$ cat src/rtl/psf_pkg.sv
// Package with constants and codes for the polygon scanline span fill unit.
`timescale 1ns / 1ps
`default_nettype none

package psf_pkg;

    localparam int MAX_VERTICES_DEF = 16;
    localparam int COORD_BITS_DEF   = 13;
    localparam int MAX_RESULTS      = 8;
    localparam int WIDTH_LIMIT      = 4096;

    localparam int IN_COORD_W = 13;
    localparam int INDEX_W    = 4;
    localparam int SCAN_Y_W   = 12;
    localparam int SPAN_W     = 12;
    localparam int WIDTH_W    = 13;
    localparam int VCOUNT_W   = 5;

    localparam int S_TDATA_W   = 48;
    localparam int S_TUSER_W   = 1;
    localparam int M_TDATA_W   = 24;
    localparam int M_TUSER_W   = 1;
    localparam int CFG_INDEX_W = 4;
    localparam int CFG_DATA_W  = 13;

    localparam logic [WIDTH_W-1:0]  SCAN_WIDTH_RESET   = 13'd200;
    localparam logic [VCOUNT_W-1:0] VERTEX_COUNT_RESET = 5'd4;

    localparam logic [CFG_INDEX_W-1:0] REG_SCAN_WIDTH   = 4'd0;
    localparam logic [CFG_INDEX_W-1:0] REG_VERTEX_COUNT = 4'd1;

    localparam logic KIND_LOAD  = 1'b0;
    localparam logic KIND_QUERY = 1'b1;

endpackage

`default_nettype wire

$ cat src/rtl/polygon_scanline_span_fill_unit.sv
// Even-odd scanline span generator with a shared multiplier and a serial divider.
//
//  Channel  Dir  Handshake            Contents
//  s_       in   s_tvalid/s_tready    vertex load or scanline query
//  m_       out  m_tvalid/m_tready    spans of a query (or a no-span marker), m_tlast on the final one
//  cfg_     in   cfg_valid/cfg_ready  register index and write data
//
// A load is written into the vertex store while the sequencer stays idle. A query walks
// the edges, divides once per crossing and then pairs the sorted crossings; NUM_W =
// 2*max(COORD_BITS,13)+5 is the step count of the restoring divider (31 at the default).
// s_tready is high only while the sequencer is idle; results sit in an output
// register, and the pairing step stalls while that register is still full.
// aresetn is synchronous; the vertex store has no reset.
`timescale 1ns / 1ps
`default_nettype none

module polygon_scanline_span_fill_unit #(
    parameter int MAX_VERTICES = psf_pkg::MAX_VERTICES_DEF,
    parameter int COORD_BITS   = psf_pkg::COORD_BITS_DEF
) (
    input  wire logic                             aclk,
    input  wire logic                             aresetn,
    input  wire logic                             s_tvalid,
    output logic                                  s_tready,
    // vertex_index[3:0], vertex_x[16:4], vertex_y[29:17], scan_y[41:30]
    input  wire logic [psf_pkg::S_TDATA_W-1:0]    s_tdata,
    // kind[0]
    input  wire logic [psf_pkg::S_TUSER_W-1:0]    s_tuser,
    output logic                                  m_tvalid,
    input  wire logic                             m_tready,
    // span_start[11:0], span_end[23:12]
    output logic [psf_pkg::M_TDATA_W-1:0]         m_tdata,
    // span_valid[0]
    output logic [psf_pkg::M_TUSER_W-1:0]         m_tuser,
    output logic                                  m_tlast,
    input  wire logic                             cfg_valid,
    output logic                                  cfg_ready,
    input  wire logic [psf_pkg::CFG_INDEX_W-1:0]  cfg_index,
    input  wire logic [psf_pkg::CFG_DATA_W-1:0]   cfg_data
);
    import psf_pkg::*;

    localparam int VI_W   = $clog2(MAX_VERTICES);
    localparam int NV_W   = $clog2(MAX_VERTICES + 1);
    localparam int M_W    = ((COORD_BITS > 13) ? COORD_BITS : 13) + 2;
    localparam int NUM_W  = 2 * M_W + 1;
    localparam int X_W    = COORD_BITS + 1;
    localparam int DC_W   = $clog2(NUM_W + 1);
    localparam int CMP_W  = ((X_W > 14) ? X_W : 14) + 1;
    localparam int RES_W  = $clog2(MAX_RESULTS + 1);

    typedef enum logic [9:0] {
        ST_IDLE = 10'b0000000001,
        ST_PREV = 10'b0000000010,
        ST_EDGE = 10'b0000000100,
        ST_MUL1 = 10'b0000001000,
        ST_MUL2 = 10'b0000010000,
        ST_DSET = 10'b0000100000,
        ST_DIV  = 10'b0001000000,
        ST_INS  = 10'b0010000000,
        ST_PAIR = 10'b0100000000,
        ST_FIN  = 10'b1000000000
    } state_t;

    state_t state_reg;

    logic [WIDTH_W-1:0]  scan_width_reg;
    logic [VCOUNT_W-1:0] vertex_count_reg;

    logic signed [COORD_BITS-1:0] vx_mem [MAX_VERTICES];
    logic signed [COORD_BITS-1:0] vy_mem [MAX_VERTICES];

    logic [NV_W-1:0]              i_reg, nv_reg;
    logic [SCAN_Y_W-1:0]          py_reg;
    logic signed [COORD_BITS-1:0] prev_x_reg, prev_y_reg, cur_x_reg, cur_y_reg;
    logic signed [M_W-1:0]        den_reg, dy_reg, dx_reg;
    logic signed [2*M_W-1:0]      prod_reg;
    logic signed [NUM_W-1:0]      num_reg;
    logic [NUM_W-1:0]             q_reg;
    logic [M_W:0]                 rem_reg;
    logic [M_W-1:0]               dmag_reg;
    logic                         qneg_reg;
    logic [DC_W-1:0]              dcnt_reg;

    logic signed [X_W-1:0] list_reg [MAX_VERTICES];
    logic [NV_W-1:0]       lcnt_reg;

    logic              pend_valid_reg;
    logic [SPAN_W-1:0] pend_start_reg, pend_end_reg;
    logic [RES_W-1:0]  nres_reg;

    logic                 m_tvalid_reg, m_tlast_reg;
    logic [M_TDATA_W-1:0] m_tdata_reg;
    logic [M_TUSER_W-1:0] m_tuser_reg;

    // Input fields.
    logic                          in_kind;
    logic [INDEX_W-1:0]            in_index;
    logic signed [IN_COORD_W-1:0]  in_x, in_y;
    logic [SCAN_Y_W-1:0]           in_scan_y;
    logic signed [31:0]            in_x_ext, in_y_ext;

    assign in_kind   = s_tuser[0];
    assign in_index  = s_tdata[3:0];
    assign in_x      = s_tdata[16:4];
    assign in_y      = s_tdata[29:17];
    assign in_scan_y = s_tdata[41:30];
    assign in_x_ext  = 32'(in_x);
    assign in_y_ext  = 32'(in_y);

    logic [NV_W-1:0] nv_clamped;
    assign nv_clamped = (int'(vertex_count_reg) > MAX_VERTICES) ?
                        NV_W'(MAX_VERTICES) : NV_W'(vertex_count_reg);

    // Single read port of the vertex store.
    logic [VI_W-1:0]              rd_idx;
    logic signed [COORD_BITS-1:0] rd_x, rd_y;
    assign rd_idx = (state_reg == ST_PREV) ? VI_W'(nv_reg - NV_W'(1)) : VI_W'(i_reg);
    assign rd_x   = vx_mem[rd_idx];
    assign rd_y   = vy_mem[rd_idx];

    // Edge test against the scanline.
    logic signed [M_W-1:0] py_ext, yi_ext, yj_ext, xi_ext, xj_ext;
    logic                  is_cross;
    assign py_ext   = M_W'(signed'({1'b0, py_reg}));
    assign yi_ext   = M_W'(rd_y);
    assign yj_ext   = M_W'(prev_y_reg);
    assign xi_ext   = M_W'(rd_x);
    assign xj_ext   = M_W'(prev_x_reg);
    assign is_cross = ((yi_ext < py_ext) && (yj_ext >= py_ext)) ||
                      ((yj_ext < py_ext) && (yi_ext >= py_ext));

    // Shared multiplier: xi*den first, then (py-yi)*(xj-xi).
    logic signed [M_W-1:0]   mul_a, mul_b;
    logic signed [2*M_W-1:0] mul_p;
    assign mul_a = (state_reg == ST_MUL1) ? M_W'(cur_x_reg) : dy_reg;
    assign mul_b = (state_reg == ST_MUL1) ? den_reg : dx_reg;
    assign mul_p = mul_a * mul_b;

    // Restoring divider step on magnitudes.
    logic [M_W:0] rem_sh;
    logic         rem_ge;
    assign rem_sh = {rem_reg[M_W-1:0], q_reg[NUM_W-1]};
    assign rem_ge = rem_sh >= {1'b0, dmag_reg};

    logic signed [X_W-1:0] quo;
    assign quo = qneg_reg ? -signed'(q_reg[X_W-1:0]) : signed'(q_reg[X_W-1:0]);

    // Insertion of a new crossing into the sorted list, one cell per slot.
    logic signed [X_W-1:0] ins_list [MAX_VERTICES];
    logic [MAX_VERTICES-1:0] gt;
    always_comb begin
        for (int k = 0; k < MAX_VERTICES; k++) begin
            gt[k] = (NV_W'(k) >= lcnt_reg) || (list_reg[k] > quo);
        end
        ins_list[0] = gt[0] ? quo : list_reg[0];
        for (int k = 1; k < MAX_VERTICES; k++) begin
            if (!gt[k]) begin
                ins_list[k] = list_reg[k];
            end else if (!gt[k-1]) begin
                ins_list[k] = quo;
            end else begin
                ins_list[k] = list_reg[k-1];
            end
        end
    end

    // The list drops its first pair after each pairing step.
    logic signed [X_W-1:0] sh_list [MAX_VERTICES];
    always_comb begin
        for (int k = 0; k < MAX_VERTICES; k++) begin
            sh_list[k] = (k + 2 < MAX_VERTICES) ? list_reg[(k + 2) % MAX_VERTICES]
                                                : list_reg[k];
        end
    end

    // Pair evaluation on the two lowest crossings.
    logic [WIDTH_W-1:0]      wmin, wm1;
    logic signed [CMP_W-1:0] s_c, e_c, w_c;
    logic                    s_ge_w, e_pos, e_ge_w, pair_stop;
    logic [SPAN_W-1:0]       s_clamp, e_clamp;
    assign wmin      = (int'(scan_width_reg) > WIDTH_LIMIT) ? WIDTH_W'(WIDTH_LIMIT)
                                                            : scan_width_reg;
    assign wm1       = wmin - WIDTH_W'(1);
    assign s_c       = CMP_W'(list_reg[0]);
    assign e_c       = CMP_W'(list_reg[1]);
    assign w_c       = CMP_W'(signed'({1'b0, wmin}));
    assign s_ge_w    = s_c >= w_c;
    assign e_ge_w    = e_c >= w_c;
    assign e_pos     = !e_c[CMP_W-1] && (e_c != '0);
    assign s_clamp   = s_c[CMP_W-1] ? '0 : s_c[SPAN_W-1:0];
    assign e_clamp   = e_ge_w ? wm1[SPAN_W-1:0] : e_c[SPAN_W-1:0];
    assign pair_stop = (lcnt_reg < NV_W'(2)) || s_ge_w ||
                       (nres_reg == RES_W'(MAX_RESULTS));

    logic out_free;
    assign out_free = !m_tvalid_reg || m_tready;

    // The output register takes a new result in this cycle.
    logic out_load;
    assign out_load = out_free &&
                      (((state_reg == ST_PAIR) && !pair_stop && e_pos && pend_valid_reg) ||
                       (state_reg == ST_FIN));

    always_ff @(posedge aclk) begin
        if (!aresetn) begin
            state_reg        <= ST_IDLE;
            scan_width_reg   <= SCAN_WIDTH_RESET;
            vertex_count_reg <= VERTEX_COUNT_RESET;
            m_tvalid_reg     <= 1'b0;
            pend_valid_reg   <= 1'b0;
        end else begin
            if (cfg_valid) begin
                case (cfg_index)
                    REG_SCAN_WIDTH:   scan_width_reg   <= cfg_data;
                    REG_VERTEX_COUNT: vertex_count_reg <= cfg_data[VCOUNT_W-1:0];
                    default: ;
                endcase
            end

            if (m_tready && !out_load) begin
                m_tvalid_reg <= 1'b0;
            end

            case (state_reg)
                ST_IDLE: begin
                    if (s_tvalid) begin
                        if (in_kind == KIND_LOAD) begin
                            if (int'(in_index) < MAX_VERTICES) begin
                                vx_mem[VI_W'(in_index)] <= in_x_ext[COORD_BITS-1:0];
                                vy_mem[VI_W'(in_index)] <= in_y_ext[COORD_BITS-1:0];
                            end
                        end else begin
                            py_reg         <= in_scan_y;
                            nv_reg         <= nv_clamped;
                            lcnt_reg       <= '0;
                            nres_reg       <= '0;
                            pend_valid_reg <= 1'b0;
                            state_reg      <= (nv_clamped == '0) ? ST_PAIR : ST_PREV;
                        end
                    end
                end
                ST_PREV: begin
                    prev_x_reg <= rd_x;
                    prev_y_reg <= rd_y;
                    i_reg      <= '0;
                    state_reg  <= ST_EDGE;
                end
                ST_EDGE: begin
                    cur_x_reg <= rd_x;
                    cur_y_reg <= rd_y;
                    if (is_cross) begin
                        den_reg   <= yj_ext - yi_ext;
                        dy_reg    <= py_ext - yi_ext;
                        dx_reg    <= xj_ext - xi_ext;
                        state_reg <= ST_MUL1;
                    end else begin
                        prev_x_reg <= rd_x;
                        prev_y_reg <= rd_y;
                        i_reg      <= i_reg + NV_W'(1);
                        if (i_reg + NV_W'(1) == nv_reg) begin
                            state_reg <= ST_PAIR;
                        end
                    end
                end
                ST_MUL1: begin
                    prod_reg  <= mul_p;
                    state_reg <= ST_MUL2;
                end
                ST_MUL2: begin
                    num_reg   <= NUM_W'(prod_reg) + NUM_W'(mul_p);
                    state_reg <= ST_DSET;
                end
                ST_DSET: begin
                    q_reg     <= num_reg[NUM_W-1] ? NUM_W'(-num_reg) : NUM_W'(num_reg);
                    dmag_reg  <= den_reg[M_W-1] ? M_W'(-den_reg) : M_W'(den_reg);
                    qneg_reg  <= num_reg[NUM_W-1] ^ den_reg[M_W-1];
                    rem_reg   <= '0;
                    dcnt_reg  <= '0;
                    state_reg <= ST_DIV;
                end
                ST_DIV: begin
                    rem_reg  <= rem_ge ? rem_sh - {1'b0, dmag_reg} : rem_sh;
                    q_reg    <= {q_reg[NUM_W-2:0], rem_ge};
                    dcnt_reg <= dcnt_reg + DC_W'(1);
                    if (dcnt_reg == DC_W'(NUM_W - 1)) begin
                        state_reg <= ST_INS;
                    end
                end
                ST_INS: begin
                    for (int k = 0; k < MAX_VERTICES; k++) begin
                        list_reg[k] <= ins_list[k];
                    end
                    lcnt_reg   <= lcnt_reg + NV_W'(1);
                    prev_x_reg <= cur_x_reg;
                    prev_y_reg <= cur_y_reg;
                    i_reg      <= i_reg + NV_W'(1);
                    state_reg  <= (i_reg + NV_W'(1) == nv_reg) ? ST_PAIR : ST_EDGE;
                end
                ST_PAIR: begin
                    if (out_free) begin
                        if (pair_stop) begin
                            state_reg <= ST_FIN;
                        end else begin
                            for (int k = 0; k < MAX_VERTICES; k++) begin
                                list_reg[k] <= sh_list[k];
                            end
                            lcnt_reg <= lcnt_reg - NV_W'(2);
                            if (e_pos) begin
                                // A held span is sent once it is known not to be the last.
                                if (pend_valid_reg) begin
                                    m_tvalid_reg <= 1'b1;
                                    m_tdata_reg  <= {pend_end_reg, pend_start_reg};
                                    m_tuser_reg  <= 1'b1;
                                    m_tlast_reg  <= 1'b0;
                                end
                                pend_valid_reg <= 1'b1;
                                pend_start_reg <= s_clamp;
                                pend_end_reg   <= e_clamp;
                                nres_reg       <= nres_reg + RES_W'(1);
                            end
                        end
                    end
                end
                ST_FIN: begin
                    if (out_free) begin
                        m_tvalid_reg   <= 1'b1;
                        m_tlast_reg    <= 1'b1;
                        m_tuser_reg    <= pend_valid_reg;
                        m_tdata_reg    <= pend_valid_reg ? {pend_end_reg, pend_start_reg}
                                                         : '0;
                        pend_valid_reg <= 1'b0;
                        state_reg      <= ST_IDLE;
                    end
                end
                default: state_reg <= ST_IDLE;
            endcase
        end
    end

    assign s_tready  = (state_reg == ST_IDLE);
    assign cfg_ready = 1'b1;
    assign m_tvalid  = m_tvalid_reg;
    assign m_tdata   = m_tdata_reg;
    assign m_tuser   = m_tuser_reg;
    assign m_tlast   = m_tlast_reg;

endmodule

`default_nettype wire

$ cat config.mk
export PLATFORM = sky130hd
export DESIGN_NAME = polygon_scanline_span_fill_unit
export DESIGN_NICKNAME = d
export VERILOG_FILES = /design/src/rtl/psf_pkg.sv /design/src/rtl/polygon_scanline_span_fill_unit.sv
export SDC_FILE = /design/constraint.sdc
export NUM_CORES = 2
export LEC_CHECK = 0
export ABC_AREA = 0
export BUFFER_PORTS_ARGS = -buffer_cell sky130_fd_sc_hd__buf_2
export CAP_MARGIN = 5
export CORE_ASPECT_RATIO = 1.75
export CORE_MARGIN = 2
export CORE_UTILIZATION = 30
export DETAILED_ROUTE_END_ITERATION = 12
export HOLD_SLACK_MARGIN = 0.03
export SYNTH_ARGS = -nofsm -noshare
export SYNTH_HDL_FRONTEND = slang
export SYNTH_SLANG_ARGS = --single-unit
$ cat constraint.sdc
create_clock -name aclk -period 25.2 [get_ports aclk]
set_clock_uncertainty 0.2 [all_clocks]
set_input_delay 2.52 -clock aclk [delete_from_list [all_inputs] [get_ports aclk]]
set_output_delay 2.52 -clock aclk [all_outputs]
set_load 0.005 [all_outputs]
; ---- After elaboration in Yosys (flattened, before gate mapping)
; Memory sizes are Yosys's and may differ from the RTL's.
; Index checks and enable logic that the tools add are counted.
[totals]
ff_bits = 336
latchBits = 0
mem_bits_rw = 640
rom_bits = 0
input_bits = 71
output_inout_bits = 29
elab_cells = 326
memories = 3
[classes]
addsub = 15
mul = 1
div = 0
order_cmp = 42
eq_ne = 25
shifts = 0
n_mux = 134
bitwise_logic = 18
reduce_logical = 58
[mem_list]
columns = name, words, width, read_ports, rd_clocked_by_memory_dff, wr, line_no
row1 = list_reg, 16, 14, 16, 0, 16, polygon_scanline_span_fill_unit.sv:85  ; logic signed [X_W-1:0] list_reg [MAX_VERTICES];
row2 = vx_mem, 16, 13, 1, 0, 1, polygon_scanline_span_fill_unit.sv:70  ; logic signed [COORD_BITS-1:0] vx_mem [MAX_VERTICES];
row3 = vy_mem, 16, 13, 1, 0, 1, polygon_scanline_span_fill_unit.sv:71  ; logic signed [COORD_BITS-1:0] vy_mem [MAX_VERTICES];
[ops]
columns = cell, count
row1 = 14-bit 2-to-1 mux, 49
row2 = 14-bit greater-than comparator, 16
row3 = 24-bit 2-to-1 mux, 6
row4 = 10-bit one-hot mux with 10 select lines, 1
row5 = 10-bit 2-to-1 mux, 8
row6 = 13-bit one-hot mux with 3 select lines, 2
row7 = 31-bit one-hot mux with 2 select lines, 1
row8 = 24-bit one-hot mux with 2 select lines, 1
row9 = 15-bit 2-to-1 mux, 3
row10 = 13-bit by 13-bit subtractor with 14-bit output, 3
row11 = 4-bit by 5-bit greater-or-equal comparator with 1-bit output (first input constant), 8
row12 = 13-bit 2-to-1 mux, 3
row13 = 1-bit 2-to-1 mux, 35
row14 = 30-bit by 30-bit adder with 31-bit output, 1
row15 = 31-bit 2-to-1 mux, 1
row16 = 31-bit negation, 1
row17 = 15-bit by 15-bit multiplier with 30-bit output, 1
row18 = 5-bit 2-to-1 mux, 6
row19 = 15-bit one-hot mux with 2 select lines, 1
row20 = 5-bit one-hot mux with 3 select lines, 2
row21 = 14-bit greater-or-equal comparator, 2
row22 = 7-bit AND reduction, 4
row23 = 13-bit greater-or-equal comparator, 2
row24 = 13-bit < comparator, 2
row25 = other kinds (55), 134

; ---- Logic depth before layout (Yosys ltp)
[logic_depth]
depth_word = 19
depth_mapped = 42
ltp_nobuf = 37

; ---- Least setup slack after synthesis
; Ideal clock, no wire load.
[synth_timing]
kind = flip-flop to flip-flop
startpoint = register state_reg[4]
endpoint = register num_reg[28] (data pin)
setup_time_ns = 0.259
t_arrival_ns = 9.297
required_time_ns = 24.741
path_slack_ns = 15.444
path_stages_with_launch = 41
n_path_buf = 5
synth_period_minus_slack_ns = 9.756
path_cell_list = dfxtp_1 -> buf_2 -> or4_1 -> clkbuf_1 -> or4_1 -> clkbuf_1 -> clkbuf_1 -> mux2i_1 -> clkbuf_1 -> nor2_1 -> fa_1 -> inv_1 -> fa_1 -> inv_1 -> fa_1 -> inv_1 -> fa_1 -> inv_1 -> [5 not listed] -> o21a_1 -> o21ai_0 -> nor2_1 -> nor2_1 -> nor2b_1 -> o21ai_0 -> a221oi_1 -> ha_1 -> a21oi_1 -> nor2_1 -> a211o_1 -> nand3_1 -> nand2_1 -> a2111oi_0 -> nor3_1 -> a211o_1 -> a21oi_1 -> xnor2_1
[synth_between]
elab_chain_cells = 4
word_cells_on_any_way = 5
cone_classes = add/sub (1) / mul (1) / eq/ne (1) / mux (2)
[synth_rtl]
columns = item, line_no
row1 = from (decl), polygon_scanline_span_fill_unit.sv:65  ; state_t state_reg;
row2 = from (signal assigned), polygon_scanline_span_fill_unit.sv:239  ; state_reg <= (nv_clamped == '0) ? ST_PAIR : ST_PREV;
row3 = from (signal assigned), polygon_scanline_span_fill_unit.sv:298  ; state_reg <= (i_reg + NV_W'(1) == nv_reg) ? ST_PAIR : ST_EDGE;
row4 = 10-bit by 4-bit equality test with 1-bit output *, "polygon_scanline_span_fill_unit.sv:136, polygon_scanline_span_fill_unit.sv:137"
row5 = 15-bit 2-to-1 mux (on tied branches), "polygon_scanline_span_fill_unit.sv:136, polygon_scanline_span_fill_unit.sv:137"
row6 = 15-bit by 15-bit multiplier with 30-bit output *, polygon_scanline_span_fill_unit.sv:138  ; assign mul_p = mul_a * mul_b;
row7 = via mul_p[15], polygon_scanline_span_fill_unit.sv:135  ; logic signed [2*M_W-1:0] mul_p;
row8 = 30-bit by 30-bit adder with 31-bit output *, polygon_scanline_span_fill_unit.sv:271  ; num_reg <= NUM_W'(prod_reg) + NUM_W'(mul_p);
row9 = to (signal assigned), polygon_scanline_span_fill_unit.sv:271
row10 = to (decl), polygon_scanline_span_fill_unit.sv:78  ; logic signed [NUM_W-1:0] num_reg;
; Mark *: on every way through the listed nets, which the timed path passes. The rest lies on a longest branch.
; A chain may end at the register's enable or synchronous reset.

; ---- Worst setup path in the final report
[layout_timing]
startpoint = register state_reg[6]
endpoint = register num_reg[26] (data pin)
; The elaborated chain is that of the path after synthesis.

==> flow_summary.ini <==
[final_layout]
layout.nets = 6155
utilization = 0.336
fill_cells = 19974
layout_common_cells = edfxtp_1, nand2_1, inv_1
largest_register_ffs = 224
synthToLayoutAreaGrowth_pct = 11.6
final_common_cell = edfxtp_1
drive_gt1_frac = 0.0951

[worst_setup_path]
worst_setup_path_start_kind = register
setup.worst_path.start = state_reg[6]
max_stage_delay_ns = 0.92
reg2reg_depth = 32
path_max_fanout = 43
critical_path.endpoint = num_reg[26]
crit_type = reg2reg
r2r_slack_ns = 13.10
required_ns = 25.52
regToRegStartpoint = state_reg[6]
slowest_stage = mux2i_2
crit_arrival_ns = 12.42
r2r_end = num_reg[26]
crit_path_end_kind = register

[clock_network]
ctsHoldBuffers = 0
cts_made_buffers = 93
cts_sinks = 973
root_buffer = clkbuf_16
h-tree-depth = 3
clock_path_buffers = 3
worstSkewPairLatency_ns = 0.72
path_clk_slew_ns = 0.06
post-cts-setup-buffers = 0
ctsResizeCount = 0
cts_tree = done

[timing]
setup_tns_ns = 0
min_period_over_period = 0.480
rsz0062_at_grt = no
final.min_clock_period_ns = 12.10
drv_slew = 0
hold_viol = 0
setup_slack_ns = 13.10
fin_worst_hold_slack_ns = 0.268
tightest_slew_ns = 1.21
fmax_mhz = 82.6
maxSlewHeadroom = 0.190
finalSetupViolCount = 0

[synth]
synthFlopType = edfxtp_1
seq_area_frac_synth = 0.482
synth_top_family_by_area = adder cells
ys_seq_elements = 973
syn-num-nets = 6084
synth_xor_area_frac = 0.0247
synth_mux_area_frac = 0.0728
synthCells = 5348
synth-edff-count = 943
synth-compound-area-share = 0.104
syn_area_sq_um = 60000
synth_cell_type_count = 83
yosys.area_share.simple = 0.108
async_reset_ff_frac = 0
synthAdderAreaFrac = 0.166
synth_warnings = 0
avgSynthCellArea_sq_um = 11.2

[die]
core-area_sq_um = 199000
die_height_um = 595
fp.dieW_um = 342
rows = 217
initial_core_util = 0.301
dieArea_sq_um = 204000
io_pins = 100

[routing]
wirelength_mm = 174
drt_iter0_markers = 2487
via_per_inst = 5.06
dr.pass1.iters = 5
vias = 41127
wl_per_cell_um = 21.4
ant_nets = 0
drcViolationCount = 0

[global_routing]
antenna_found_initial = 8
grt_pass1_vias = 42808
grtUsageTotal = 0.169
grt_pass1_wl_mm = 260
grt_overflow = 0
grt_max_degree = 122

[power_and_ir_drop]
power.leakage_nw = 25.9
ir_drop_mv = 0.0656
finalPower_w = 0.00411
p_per_area_nw_per_um2 = 61.4

[status]
status = finished, final reports clean

[hold_path]
hp-class = reg2reg

[placement]
io_buffers = 92
pre_cts_ws_ns = 13.17
gp_congestion = 0.965
dp_hpwl_mm = 131

[job]
drv_cap = 0
## worst max-delay path, delay by kind of cell (launching register included)
kind / cells / cell delay, ns
compound gates: 8 / 2.57
flops: 1 / 0.40
xor+xnor: 2 / 0.82
mux: 1 / 0.92
simple gates: 6 / 2.55
fa+ha+maj: 8 / 3.76
buf+inv: 7 / 0.64
## area by class of cell
cell class,count,area [sq um],area share
flip-flops and latches,973,28900,0.432
multi-input cells,3708,28800,0.431
well taps,2628,3290,0.0491
clock buffers,118,2470,0.0369
inverters,449,1690,0.0252
repair buffers,194,1240,0.0185
clock inverters,48,482,0.00720
diodes,2,5.00,0.0000748
## cells in the mapped netlist (all sizes together), types with 20 or more instances
cell type / n / area (sq um)
mux2: 123 / 1390
clkbuf: 169 / 634
nand4: 53 / 332
edfxtp: 943 / 28300
o21ai: 389 / 1950
nor3: 41 / 210
buf: 49 / 226
o311ai: 39 / 342
o211ai: 84 / 631
nand2b: 45 / 282
nor2: 372 / 1400
xnor2: 102 / 893
mux2i: 297 / 2980
xor2: 67 / 587
o31ai: 24 / 180
inv: 448 / 1680
a21o: 57 / 428
nand2: 638 / 2390
dfxtp: 30 / 601
or3: 20 / 130
ha: 446 / 5580
nand3: 91 / 455
o21a: 41 / 308
a21oi: 224 / 1120
fa: 219 / 4380
nor2b: 91 / 569
## report_power, final
| group | internal, W | switching, W | total [W] |
|---|---|---|---|
| sequential | 0.00183 | 0.0000165 | 0.00185 |
| clock | 0.000768 | 0.000637 | 0.00141 |
| combinational | 0.000317 | 0.000543 | 0.000859 |
| total | 0.00291 | 0.00120 | 0.00411 |
## metal layers
layer / vias to the layer above / wire [um] / track usage
li1: 19313 / - / -
met1: 20323 / 58500 / 0.163
met2: 1027 / 95600 / 0.328
met3: 456 / 6810 / 0.0205
met4: 8 / 13000 / 0.113
met5: - / 55 / 0
## cell families (layout without fill, tap and decap cells)
group | count (synthesis) | after routing
and+or+nand+nor | 1447 | 1447
AOI/OAI and AO/OA | 1005 | 1005
other | 2 | 4
adders and majority gates | 665 | 665
xor gates and xnor gates | 169 | 169
DFF | 973 | 973
buffers and inverters | 667 | 809
muxes | 420 | 420
## stage by stage
| stage | std cells | cell area [sq um] |
|---|---|---|
| after floorplan | 5348 | 60000 |
| after global placement | 7952 | 64000 |
| after detailed placement | 7952 | 64000 |
| after CTS | 8118 | 66900 |
| after global routing | 8118 | 66900 |
| final | 8120 | 66900 |
## worst min path at each step
stage                     slack, ns  cells past startpoint                end               from
final                          0.27                      2  scan_width_reg[2]  scan_width_reg[2]
after global routing           0.29                      2  scan_width_reg[2]  scan_width_reg[2]
after CTS                      0.27                      2  scan_width_reg[2]  scan_width_reg[2]
after detailed placement       0.26                      2  scan_width_reg[2]  scan_width_reg[2]
after global placement         0.26                      2  scan_width_reg[2]  scan_width_reg[2]
after floorplan                0.24                      2  scan_width_reg[2]  scan_width_reg[2]
Power figures use the tool's default switching activity.
